[src/hdl/postfix_prefix_stack_evaluator_macros.svh]
// Assertion macros for the stack evaluator.
// Used by the controller.
`ifndef POSTFIX_PREFIX_STACK_EVALUATOR_MACROS_SVH
`define POSTFIX_PREFIX_STACK_EVALUATOR_MACROS_SVH
`define PPSE_ASSERT_IMPL(label, clk, rst, ante, cons) \
  label: assert property (@(posedge clk) disable iff (rst) (ante) |-> (cons)) \
    else $error("assertion failed");
`define PPSE_ASSERT_NEXT(label, clk, rst, ante, cons) \
  label: assert property (@(posedge clk) disable iff (rst) (ante) |=> (cons)) \
    else $error("assertion failed");
`endif

[src/hdl/ppse_pkg.sv]
// Shared types and constants for the stack evaluator.
// No dependencies.
package ppse_pkg;
  localparam logic [7:0] SYM_ZERO  = 8'h30;
  localparam logic [7:0] SYM_NINE  = 8'h39;
  localparam logic [7:0] SYM_PLUS  = 8'h2B;
  localparam logic [7:0] SYM_MINUS = 8'h2D;
  localparam logic [7:0] SYM_MUL   = 8'h2A;
  localparam logic [7:0] SYM_DIV   = 8'h2F;
  localparam logic [7:0] SYM_DOLR  = 8'h24;
  localparam logic [7:0] SYM_CARET = 8'h5E;

  localparam int OUT_WIDTH = 16;

  typedef enum logic [2:0] {
    ST_OK        = 3'd0,
    ST_OVERFLOW  = 3'd1,
    ST_UNDERFLOW = 3'd2,
    ST_MATH      = 3'd3,
    ST_BADSYM    = 3'd4
  } status_t;

  typedef enum logic [2:0] {
    OP_ADD, OP_SUB, OP_MUL, OP_DIV, OP_POW
  } op_t;

  typedef enum logic [3:0] {
    S_IDLE, S_DECODE, S_READ1, S_READ2, S_EXEC, S_ITER, S_WRITE, S_FINISH, S_OUT
  } state_t;

  // controller -> datapath
  typedef struct packed {
    logic load;      // capture input transaction
    logic push;      // write digit
    logic rd_top;    // read top entry
    logic rd_below;  // read entry below top
    logic exec;      // start operator
    logic iter;      // one iteration step
    logic wr_res;    // write result, pop one
    logic rd_last;   // read top for result
    logic finish;    // latch result, clear stack
    logic out_take;  // result taken
  } dp_cmd_t;

  // datapath -> controller
  typedef struct packed {
    logic is_digit;
    logic is_op;
    logic is_last;
    logic full;
    logic lt2;
    logic iter_done;
    logic multi;     // operator needs iterations
  } dp_stat_t;
endpackage

[src/hdl/ppse_if.sv]
// Valid/ready channel interfaces for the stack evaluator.
// Depends on nothing.
interface ppse_in_if;
  logic       valid;
  logic       ready;
  logic [7:0] symbol;
  logic       last;
  modport source (output valid, symbol, last, input ready);
  modport sink (input valid, symbol, last, output ready);
endinterface

interface ppse_out_if;
  logic        valid;
  logic        ready;
  logic [15:0] value;
  logic [2:0]  status;
  modport source (output valid, value, status, input ready);
  modport sink (input valid, value, status, output ready);
endinterface

interface ppse_cfg_if;
  logic valid;
  logic ready;
  logic data;
  modport source (output valid, data, input ready);
  modport sink (input valid, data, output ready);
endinterface

[src/hdl/postfix_prefix_stack_evaluator.sv]
// Postfix/prefix expression evaluator, one transaction at a time. Divide and power
// with a non-negative exponent iterate one quotient or exponent bit per cycle. On a
// last item the result is held valid until taken, and no new item is accepted
// before it is taken.
// Reset (rst, synchronous) empties the stack, clears error and prefix_mode.
module postfix_prefix_stack_evaluator import ppse_pkg::*; #(
  parameter int STACK_DEPTH = 32,
  parameter int VALUE_WIDTH = 16
) (
  input logic clk,
  input logic rst,
  ppse_in_if.sink    in_ch,
  ppse_out_if.source out_ch,
  ppse_cfg_if.sink   cfg
);
  dp_cmd_t  cmd;
  dp_stat_t stat;
  logic prefix_mode;
  logic in_ready;

  assign cfg.ready = 1'b1;
  always_ff @(posedge clk) begin
    if (rst) prefix_mode <= 1'b0;
    else if (cfg.valid) prefix_mode <= cfg.data;
  end

  assign in_ch.ready = in_ready;

  ppse_ctrl u_ctrl (
    .clk(clk), .rst(rst),
    .in_valid(in_ch.valid), .in_ready(in_ready),
    .out_valid(out_ch.valid), .out_ready(out_ch.ready),
    .cmd(cmd), .stat(stat)
  );

  ppse_datapath #(.STACK_DEPTH(STACK_DEPTH), .VALUE_WIDTH(VALUE_WIDTH)) u_dp (
    .clk(clk), .rst(rst), .cmd(cmd), .stat(stat),
    .in_symbol(in_ch.symbol), .in_last(in_ch.last),
    .prefix_mode(prefix_mode),
    .res_value(out_ch.value), .res_status(out_ch.status)
  );
endmodule

[src/hdl/ppse_datapath.sv]
// Datapath: operand stack memory, count, error, iterative divide and power.
// Depends on ppse_pkg.
module ppse_datapath import ppse_pkg::*; #(
  parameter int STACK_DEPTH = 32,
  parameter int VALUE_WIDTH = 16
) (
  input  logic                 clk,
  input  logic                 rst,
  input  dp_cmd_t              cmd,
  output dp_stat_t             stat,
  input  logic [7:0]           in_symbol,
  input  logic                 in_last,
  input  logic                 prefix_mode,
  output logic [OUT_WIDTH-1:0] res_value,
  output logic [2:0]           res_status
);
  localparam int AW = (STACK_DEPTH > 1) ? $clog2(STACK_DEPTH) : 1;
  localparam int CW = $clog2(STACK_DEPTH + 1);
  localparam int IW = $clog2(VALUE_WIDTH + 1);
  localparam int W = VALUE_WIDTH;

  logic [W-1:0] mem [STACK_DEPTH];
  logic [W-1:0] rdata;
  logic [CW-1:0] count;
  logic [2:0] err;
  logic [7:0] sym;
  logic last;
  op_t op;
  logic [W-1:0] top, below, left, right;
  logic [W-1:0] acc, aux, rem, result;
  logic [IW-1:0] cnt;
  logic neg_q, div_zero;
  logic fresh;
  logic [W-1:0] top_val;

  logic is_digit, is_op;
  always_comb begin
    is_digit = (sym >= SYM_ZERO) && (sym <= SYM_NINE);
    is_op = (sym == SYM_PLUS) || (sym == SYM_MINUS) || (sym == SYM_MUL) ||
            (sym == SYM_DIV) || (sym == SYM_DOLR) || (sym == SYM_CARET);
  end

  logic [AW-1:0] rd_addr, wr_addr;
  logic [CW-1:0] cm1, cm2;
  assign cm1 = count - CW'(1);
  assign cm2 = count - CW'(2);
  always_comb begin
    rd_addr = cmd.rd_top ? cm2[AW-1:0] : cm1[AW-1:0];
    wr_addr = cmd.push ? count[AW-1:0] : cm2[AW-1:0];
  end

  logic [W-1:0] wdata;
  assign wdata = cmd.push ? W'(sym - SYM_ZERO) : result;

  always_ff @(posedge clk) begin
    if (cmd.push && !(count == CW'(STACK_DEPTH))) mem[wr_addr] <= wdata;
    else if (cmd.wr_res) mem[wr_addr] <= wdata;
    rdata <= mem[rd_addr];
  end

  function automatic logic [W-1:0] neg(input logic [W-1:0] v);
    return ~v + W'(1);
  endfunction

  // restoring divide step
  logic [W:0] trial;
  logic [W-1:0] rem_sh;
  assign rem_sh = {rem[W-2:0], acc[W-1]};
  assign trial = {1'b0, rem_sh} - {1'b0, aux};

  logic [2*W-1:0] prod_a, prod_s;
  assign prod_a = acc * aux;
  assign prod_s = aux * aux;

  logic pow_exact;
  always_ff @(posedge clk) begin
    if (rst) begin
      count <= '0;
      err <= ST_OK;
    end else begin
      if (cmd.push) begin
        if (count == CW'(STACK_DEPTH)) begin
          if (err == ST_OK) err <= ST_OVERFLOW;
        end else count <= count + CW'(1);
      end
      if (cmd.exec && !is_op && !is_digit && err == ST_OK) err <= ST_BADSYM;
      if (cmd.exec && is_op && count < CW'(2) && err == ST_OK) err <= ST_UNDERFLOW;
      if (cmd.wr_res) begin
        count <= cm1;
        if (div_zero && err == ST_OK) err <= ST_MATH;
      end
      if (cmd.finish) begin
        count <= '0;
        err <= ST_OK;
      end
    end
  end

  // right after a write the memory read is stale; take the result register
  assign top_val = fresh ? result : rdata;

  always_ff @(posedge clk) begin
    if (cmd.load) begin
      sym <= in_symbol;
      last <= in_last;
    end
    fresh <= cmd.wr_res;
    if (cmd.rd_top) top <= rdata;
    if (cmd.rd_below) below <= rdata;
    if (cmd.finish) begin
      res_value <= (count == '0) ? '0 : OUT_WIDTH'({{64{top_val[W-1]}}, top_val});
      res_status <= (err == ST_OK && count == '0) ? ST_UNDERFLOW : err;
    end
  end

  // operand fetch: top read during decode, entry below during rd_top
  assign left = prefix_mode ? top : below;
  assign right = prefix_mode ? below : top;

  always_ff @(posedge clk) begin
    if (cmd.exec) begin
      div_zero <= 1'b0;
      pow_exact <= 1'b0;
      cnt <= IW'(W);
      rem <= '0;
      case (sym)
        SYM_PLUS: begin op <= OP_ADD; result <= left + right; end
        SYM_MINUS: begin op <= OP_SUB; result <= left - right; end
        SYM_MUL: begin op <= OP_MUL; result <= W'(left * right); end
        SYM_DIV: begin
          op <= OP_DIV;
          acc <= left[W-1] ? neg(left) : left;
          aux <= right[W-1] ? neg(right) : right;
          neg_q <= left[W-1] ^ right[W-1];
          div_zero <= (right == '0);
          result <= '0;
        end
        default: begin
          op <= OP_POW;
          acc <= W'(1);
          aux <= left;
          rem <= right;
          if (right[W-1]) begin
            pow_exact <= 1'b1;
            if (left == W'(1)) result <= W'(1);
            else if (left == '1) result <= right[0] ? '1 : W'(1);
            else begin
              result <= '0;
              div_zero <= (left == '0);
            end
          end
        end
      endcase
    end else if (cmd.iter) begin
      cnt <= cnt - IW'(1);
      if (op == OP_DIV) begin
        if (!trial[W]) begin
          rem <= trial[W-1:0];
          acc <= {acc[W-2:0], 1'b1};
        end else begin
          rem <= rem_sh;
          acc <= {acc[W-2:0], 1'b0};
        end
        if (cnt == IW'(1))
          result <= div_zero ? '0 : (neg_q ? neg(trial[W] ? {acc[W-2:0], 1'b0}
            : {acc[W-2:0], 1'b1}) : (trial[W] ? {acc[W-2:0], 1'b0} : {acc[W-2:0], 1'b1}));
      end else begin
        if (rem[0]) acc <= prod_a[W-1:0];
        aux <= prod_s[W-1:0];
        rem <= rem >> 1;
        if (cnt == IW'(1)) result <= rem[0] ? prod_a[W-1:0] : acc;
      end
    end
  end

  always_comb begin
    stat.is_digit = is_digit;
    stat.is_op = is_op;
    stat.is_last = last;
    stat.full = (count == CW'(STACK_DEPTH));
    stat.lt2 = (count < CW'(2));
    stat.iter_done = (cnt == IW'(1));
    stat.multi = (op == OP_DIV) || ((op == OP_POW) && !pow_exact);
  end
endmodule

[src/hdl/ppse_ctrl.sv]
// Controller state machine for the stack evaluator.
// Depends on ppse_pkg and the assertion macros.
`include "postfix_prefix_stack_evaluator_macros.svh"
module ppse_ctrl import ppse_pkg::*; (
  input  logic     clk,
  input  logic     rst,
  input  logic     in_valid,
  output logic     in_ready,
  output logic     out_valid,
  input  logic     out_ready,
  output dp_cmd_t  cmd,
  input  dp_stat_t stat
);
  state_t state, state_next;

  always_ff @(posedge clk) begin
    if (rst) state <= S_IDLE;
    else state <= state_next;
  end

  always_comb begin
    state_next = state;
    case (state)
      S_IDLE: if (in_valid) state_next = S_DECODE;
      S_DECODE: begin
        if (stat.is_op && !stat.lt2) state_next = S_READ1;
        else state_next = S_EXEC;
      end
      S_READ1: state_next = S_READ2;
      S_READ2: state_next = S_EXEC;
      S_EXEC: begin
        if (stat.is_op && !stat.lt2) state_next = S_ITER;
        else state_next = S_FINISH;
      end
      S_ITER: if (!stat.multi || stat.iter_done) state_next = S_WRITE;
      S_WRITE: state_next = S_FINISH;
      S_FINISH: state_next = stat.is_last ? S_OUT : S_IDLE;
      S_OUT: if (out_ready) state_next = S_IDLE;
      default: state_next = S_IDLE;
    endcase
  end

  always_comb begin
    cmd = '0;
    in_ready = (state == S_IDLE);
    out_valid = (state == S_OUT);
    case (state)
      S_IDLE: cmd.load = in_valid;
      S_DECODE: begin
        cmd.push = stat.is_digit;
        cmd.rd_top = 1'b0;
      end
      S_READ1: cmd.rd_top = 1'b1;
      S_READ2: cmd.rd_below = 1'b1;
      S_EXEC: cmd.exec = 1'b1;
      S_ITER: cmd.iter = stat.multi;
      S_WRITE: cmd.wr_res = 1'b1;
      S_FINISH: begin
        cmd.rd_last = 1'b1;
        cmd.finish = stat.is_last;
      end
      S_OUT: cmd.out_take = out_ready;
      default: ;
    endcase
  end

  `PPSE_ASSERT_IMPL(a_excl, clk, rst, 1'b1, !(in_ready && out_valid))
  `PPSE_ASSERT_NEXT(a_out_hold, clk, rst, out_valid && !out_ready, out_valid)
  `PPSE_ASSERT_NEXT(a_write_fin, clk, rst, cmd.wr_res, state == S_FINISH)
endmodule

[src/flat_wrapper.sv]
// flat-port wrapper written by rule: the top's interface ports become plain ports
module postfix_prefix_stack_evaluator_flat import ppse_pkg::*;
#(
  parameter int STACK_DEPTH = 32,
  parameter int VALUE_WIDTH = 16
)
  (clk, rst, in_ch_valid, in_ch_symbol, in_ch_last, in_ch_ready, out_ch_valid, out_ch_value, out_ch_status, out_ch_ready, cfg_valid, cfg_data, cfg_ready);
  ppse_in_if in_ch_i ();
  ppse_out_if out_ch_i ();
  ppse_cfg_if cfg_i ();
  input logic clk;
  input logic rst;
  input wire logic [$bits(in_ch_i.valid)-1:0] in_ch_valid;
  input wire logic [$bits(in_ch_i.symbol)-1:0] in_ch_symbol;
  input wire logic [$bits(in_ch_i.last)-1:0] in_ch_last;
  output wire logic [$bits(in_ch_i.ready)-1:0] in_ch_ready;
  output wire logic [$bits(out_ch_i.valid)-1:0] out_ch_valid;
  output wire logic [$bits(out_ch_i.value)-1:0] out_ch_value;
  output wire logic [$bits(out_ch_i.status)-1:0] out_ch_status;
  input wire logic [$bits(out_ch_i.ready)-1:0] out_ch_ready;
  input wire logic [$bits(cfg_i.valid)-1:0] cfg_valid;
  input wire logic [$bits(cfg_i.data)-1:0] cfg_data;
  output wire logic [$bits(cfg_i.ready)-1:0] cfg_ready;
  assign in_ch_i.valid = in_ch_valid;
  assign in_ch_i.symbol = in_ch_symbol;
  assign in_ch_i.last = in_ch_last;
  assign in_ch_ready = in_ch_i.ready;
  assign out_ch_valid = out_ch_i.valid;
  assign out_ch_value = out_ch_i.value;
  assign out_ch_status = out_ch_i.status;
  assign out_ch_i.ready = out_ch_ready;
  assign cfg_i.valid = cfg_valid;
  assign cfg_i.data = cfg_data;
  assign cfg_ready = cfg_i.ready;
  postfix_prefix_stack_evaluator #(.STACK_DEPTH(STACK_DEPTH), .VALUE_WIDTH(VALUE_WIDTH)) u_core (.clk(clk), .rst(rst), .in_ch(in_ch_i), .out_ch(out_ch_i), .cfg(cfg_i));
endmodule
[config.mk]
export PLATFORM = sky130hd
export DESIGN_NAME = postfix_prefix_stack_evaluator_flat
export DESIGN_NICKNAME = d
export VERILOG_FILES = /design/src/hdl/ppse_pkg.sv /design/src/hdl/ppse_if.sv /design/src/hdl/postfix_prefix_stack_evaluator.sv /design/src/hdl/ppse_datapath.sv /design/src/hdl/ppse_ctrl.sv /design/src/flat_wrapper.sv
export VERILOG_INCLUDE_DIRS = /design/src /design/src/hdl
export SDC_FILE = /design/constraint.sdc
export NUM_CORES = 2
export LEC_CHECK = 0
export BUFFER_PORTS_ARGS = -buffer_cell sky130_fd_sc_hd__buf_2
export CAP_MARGIN = 5
export CORE_ASPECT_RATIO = 1.25
export CORE_MARGIN = 2
export CORE_UTILIZATION = 50
export CTS_CLUSTER_DIAMETER = 100
export DETAILED_ROUTE_END_ITERATION = 8
export PLACE_DENSITY = 0.68
export SKIP_CTS_REPAIR_TIMING = 1
export SYNTH_ARGS = -nofsm -noshare
export SYNTH_HDL_FRONTEND = slang
export SYNTH_SLANG_ARGS = --single-unit
[constraint.sdc]
create_clock -name clk -period 6.44 [get_ports clk]
set_input_delay 0.966 -clock clk [delete_from_list [all_inputs] [get_ports clk]]
set_output_delay 0.966 -clock clk [all_outputs]
set_load 0.01 [all_outputs]
# == Word level (Yosys, flattened, before mapping) ==
# Memory sizes are Yosys's and may differ from the RTL's. A register that Yosys moved wholly into a read port is not among the register bits.
# Cells that the tools add are included.
# totals
ff_bits,150
latch_bits,0
mem_bits_rw,512
rom_bits,0
inputBits,15
out_inout_bits,22
wordCells,184
memories,1
# classes
n_addsub,11
n_mul,3
div_mod_pow,0
order_cmp,3
eq_ne,27
shift,0
n_mux,72
bitwise_logic,5
reduce_logical,42
# mem_list
name,depth,word_bits,rd,rd_ports_with_merged_regs,wr,line,source
u_core.u_dp.mem,32,16,1,1,1,ppse_datapath.sv:22,logic [W-1:0] mem [STACK_DEPTH];
# op_table
op,n
16-bit two-way mux,30
16-bit case mux with 2 select lines,2
16-bit case mux with 4 select lines,1
"16-bit by 1-bit adder with 16-bit output, second input constant",3
16-bit by 16-bit multiplier with 16-bit output,3
16-bit inverter,3
"8-bit by 6-bit equality test with 1-bit output, second input constant",5
4-bit case mux with 9 select lines,1
16-bit logical NOT,2
3-bit two-way mux,8
1-bit two-way mux,18
6-bit two-way mux,3
16-bit by 16-bit subtractor with 17-bit output,1
16-bit adder,1
"16-bit by 1-bit equality test with 1-bit output, second input constant",1
"16-bit equality test, second input constant",1
"4-bit by 3-bit equality test with 1-bit output, second input constant",4
4-bit two-way mux,4
16-bit subtractor,1
1-bit logical AND,12
3-bit case mux with 4 select lines,1
5-bit two-way mux,2
"2-bit inequality test, second input constant",5
3-bit AND reduction,3
other kinds (32),48

# == Longest topological paths before layout ==
# logic_depth
word_depth,14
depth_mapped,26
mapped_depth_nobuf,23

# == By module ==
# A second synthesis with hierarchy kept.
# unflattened
hier_cells,3345
area_unflattened_um2,41797.6
# modules_own_cells
module,n_inst,cells_each,area_each_um2,seq_area_each_um2
ppse_datapath,1,3300,41426.0,19899.1
ppse_ctrl,1,40,326.6,80.1
postfix_prefix_stack_evaluator,1,5,45.0,20.0

# == Worst setup path before layout ==
# Ideal clock, no wire load.
# synth_path
kind,register to register
startpoint,register u_core.prefix_mode
endpoint,"register u_core.u_dp.result[15], data pin"
setup_ns,0.269
arrival_time_ns,6.260
required_ns,6.171
path_slack_ns,-0.089
stages_incl_launch_ff,25
path_buffers,4
period_less_slack_ns,6.529
path_cell_list,dfxtp_1 > buf_6 > buf_12 > buf_6 > buf_2 > mux2i_1 > nor2_1 > fa_1 > inv_1 > fa_1 > fa_1 > fa_1 > inv_1 > fa_1 > inv_1 > fa_1 > inv_1 > ha_1 > and3_1 > a211oi_1 > o21bai_1 > a21oi_1 > xnor2_1 > a211oi_1 > a32oi_1
# synth_via
elab_chain_len,7
word_cells_on_any_way,13
classes_between,add/sub (2); mul (1); eq/ne (2); mux (8)
# synth_rtl
element,line,source
"start, declared",postfix_prefix_stack_evaluator.sv:18,logic prefix_mode;
"start signal, assigned",postfix_prefix_stack_evaluator.sv:24,else if (cfg.valid) prefix_mode <= cfg.data;
"parallel branches: the longest is 5 deep, another holds 16-bit by 16-bit multiplier with 16-bit output",-,
16-bit case mux with 4 select lines (*),ppse_datapath.sv:126,case (sym)
16-bit two-way mux (*),ppse_datapath.sv:121,if (cmd.exec) begin
"end signal, assigned",ppse_datapath.sv:146,else if (left == '1) result <= right[0] ? '1 : W'(1);
"end signal, assigned",ppse_datapath.sv:165,"result <= div_zero ? '0 : (neg_q ? neg(trial[W] ? {acc[W-2:0], 1'b0}"
"end signal, assigned",ppse_datapath.sv:171,if (cnt == IW'(1)) result <= rem[0] ? prod_a[W-1:0] : acc;
"end, declared",ppse_datapath.sv:30,"logic [W-1:0] acc, aux, rem, result;"
# Mark *: on every way between the ends. The select of a mux whose other input is x is not followed.
# A chain may end at the register's enable or synchronous reset.

# == Worst setup path in the final report ==
# Ends and elaborated chain as after synthesis.

==> impl_results.md <==
- Port Buffers: 35
- CP most frequent cell: fa_1
- Compound-Gate Fraction of Synth Area: 5.77%
- Synth Area in XOR/XNOR: 4.22%
- Setup violators final: 0
- Synth Area in Adders: 17.0%
- Die height: between 300 and 400 µm
- Min-Delay Path Class: reg -> reg
- Clock skew: 54.1 ps
- Main flop type after synthesis: edfxtp_1
- Synth unique cells: 83
- Hold path depth: 0
- Max Cap Viol: 0
- Post-DRT Antenna Nets: 0
- Post-Syn Area: 41500 µm²
- Crit path DAT: approximately 6600 ps
- Final hold slack: 460 ps
- Initial antenna violation count: 5
- CTS root buffer: clkbuf_16
- Crit path largest cell delay: 630 ps
- Number of remaining DRC errors: 0
- Util after Layout: 55.8%
- Most frequent cells in the layout: 642 x edfxtp_1, 376 x inv_1, 317 x nand2_1
- Multi-input gate area: 19500 µm²
- CTS tree: built
- Final WL: between 100000 and 150000 µm
- Num rows: 118
- Clock Sinks: 678
- Number of flops mapped to enable cells by yosys: 642
- Share of synthesized area spent on multiplexers: between 10% and 20%
- Routability congestion estimate: 1.01
- Setup crit start kind: flop
- Fillers: 6783
- Commonest non-fill, non-tap cell in the layout: edfxtp_1
- Worst-path clk slew: around 70 ps
- I/O pin cnt: 37
- FF+latch area: 20000 µm²
- Clock H-tree levels: 3
- Async SR Flop Fraction: 0%
- Flops & latches, synth: ~680
- Clock Tree Buf Depth: 3
- DR WL/cell: around 24 µm
- Period minus WS final: about 6200 ps
- RSZ-0062 raised after global routing: no
- Die X: 262 µm
- Reg2Reg Depth: 22
- Layout Nets: about 3900
- Setup slack, reg-to-reg: 210 ps
- Floorplan core area: 82500 µm²
- FMAX: approximately 0.16 GHz
- Slew HR: 15.7%
- First-pass GRT wire length: 167000 µm
- Hold path start: u_core.u_dp.rdata[8]
- Area growth syn-to-layout: 11.1%
- CTS buffer count: 67
- Layout cells sized above 1: 15.5%
- Largest net degree at the start of global routing: 74
- Critical Path Fanout Max: 8
- Period utilisation layout: 96.7%
- Initial DRC Count: 2318
- Final number of max-transition violations: 0
- Crit Reg-Reg Endpoint: u_core.u_dp.result[15]
- Slew of the pin with the lowest slew margin: 1260 ps
- DP Worst Slack: around 74 ps
- Starting density of the core: 50.2%
- Syn Nets: 3735
- Yosys synthesis warning count: 0
- CP Data Required Time: 6820 ps
- Overall die area: 85300 µm²
- Latest clock arrival within the worst-skew pair: ~640 ps
- Syn Inst Count: 3296
- Vias/cell: 5.80
- Kind of critical path: reg -> reg
- Outcome: finished clean
- Detail Placement HPWL: 80600 µm
- WHS Endpoint: u_core.u_dp.top[8]
- Worst setup margin: 210 ps
- Vias in the first global route: 27300
- Fin. Hold Viols: 0
- Register area share after synthesis: 48.2%
- Crit path max-delay cell type: fa_1
- Worst path cell trace: buf_6 -> mux2_4 -> inv_1 -> nor2_1 -> fa_1 -> inv_1 -> fa_1 -> fa_1 -> fa_1 -> inv_1 -> fa_1 -> inv_1 -> fa_1 -> inv_1 -> ha_1 -> and3_1 -> a211oi_2 -> o21bai_1 -> a21oi_1 -> xnor2_1 -> a211oi_1 -> a32oi_1
- FF-to-FF Start: u_core.prefix_mode
- Vias: about 26000
- Synth Area per Inst: 12.6 µm²
- Worst Setup End Kind: flop
- Largest family of logic cells by synthesized area: adder cells
- TritonRoute pass-1 iters: 5
- All-Layer GR Usage: roughly a quarter
- Setup TNS: 0 ps
- Synth Area in Simple Gates: under 10%
- Global route overflow: 0
layout make-up:
type	count	area share, %
Clock inverter	37	0.839
Antenna cell	1	0.00543
Tap cell	1080	2.93
Multi-Input combinational cell	2089	42.3
Inverter	384	3.13
Sequential cell	678	43.4
Clock buffer	86	3.90
Timing Repair Buffer	215	3.45
metal layers:
layer	part of all wire [%]	GRT usage [%]
met2	50	45.3
met4	6.5	15.1
met5	0.020	0
met1	37	32.3
met3	6.0	3.75
sequential cells by signal, summed over array words and instances, names as in the netlist, 3 cells and up:
name / flops
u_core.u_dp.err: 3
u_core.u_dp.acc: 16
u_core.u_dp.rdata: 16
u_core.u_dp.aux: 16
u_core.u_dp.top: 16
u_core.u_dp.cnt: 5
u_core.u_dp.op: 3
u_core.u_dp.res_status: 3
u_core.u_dp.result: 16
u_core.u_dp.count: 6
u_core.u_dp.mem: 512
u_core.u_dp.below: 16
u_core.u_dp.rem: 16
u_core.u_dp.res_value: 16
u_core.u_ctrl.state: 4
u_core.u_dp.sym: 8
kinds of logic after synthesis:
| family | Yosys count |
|---|---|
| DFF | 678 |
| xor gates and xnor gates | 196 |
| AOI/OAI and AO/OA | 370 |
| other | 1 |
| buffers and inverters | 529 |
| muxes | 273 |
| adders and majority gates | 424 |
| and+or+nand+nor | 825 |
worst max-delay path, delay by kind of cell (launching register included):
family	cells	cell delay (ps)
adders and majority gates	7	3360
buffers and inverters	6	570
muxes	1	350
and+or+nand+nor	2	280
AOI/OAI and AO/OA	5	880
DFF	1	430
xor gates and xnor gates	1	90
how the worst max path moves through the flow:
stage	end	slack, ps	cells past startpoint	from
floorplan	u_core.u_dp.result[15]	40	24	u_core.prefix_mode
global placement	u_core.u_dp.result[15]	160	21	u_core.prefix_mode
detailed placement	u_core.u_dp.result[15]	70	21	u_core.prefix_mode
CTS	u_core.u_dp.result[15]	50	21	u_core.prefix_mode
global route	u_core.u_dp.result[15]	20	22	u_core.prefix_mode
finish	u_core.u_dp.result[15]	210	22	u_core.prefix_mode
cell usage after synthesis (7+ instances only):
library cell	n	area share [%]
clkbuf_1	111	1.0
mux2i_1	87	2.1
nand2b_1	21	0.32
o21a_1	12	0.22
dfxtp_1	36	1.7
edfxtp_1	642	46
nor3_1	33	0.40
o211ai_1	30	0.54
a21oi_1	92	1.1
ha_1	193	5.8
o221ai_1	18	0.38
o31ai_1	13	0.24
xnor2_1	142	3.0
and3_1	14	0.21
nand4_1	7	0.11
inv_1	376	3.4
xor2_1	51	1.1
or2_2	10	0.15
mux4_2	128	7.0
buf_1	7	0.063
fa_1	231	11
o21ai_0	69	0.83
o21ai_1	15	0.18
mux2_2	43	1.2
o22ai_1	15	0.23
a31oi_1	18	0.27
and2_1	80	1.2
buf_2	22	0.27
o41ai_1	9	0.19
a21o_1	25	0.45
nor2b_1	13	0.20
nor2_1	265	2.4
a211oi_1	10	0.18
nand3_1	24	0.29
nand2_1	317	2.9
or3_1	11	0.17
through the flow:
stage / cell area [µm²] / cells
finish: 46100 / 4570
global route: 46100 / 4569
CTS: 45900 / 4555
detailed placement: 43800 / 4432
global placement: 43800 / 4432
floorplan: 41500 / 3296
Power is left out: the tool's default activity adds up to more than one toggle a clock period on the data nets, which glitch-free logic cannot reach.
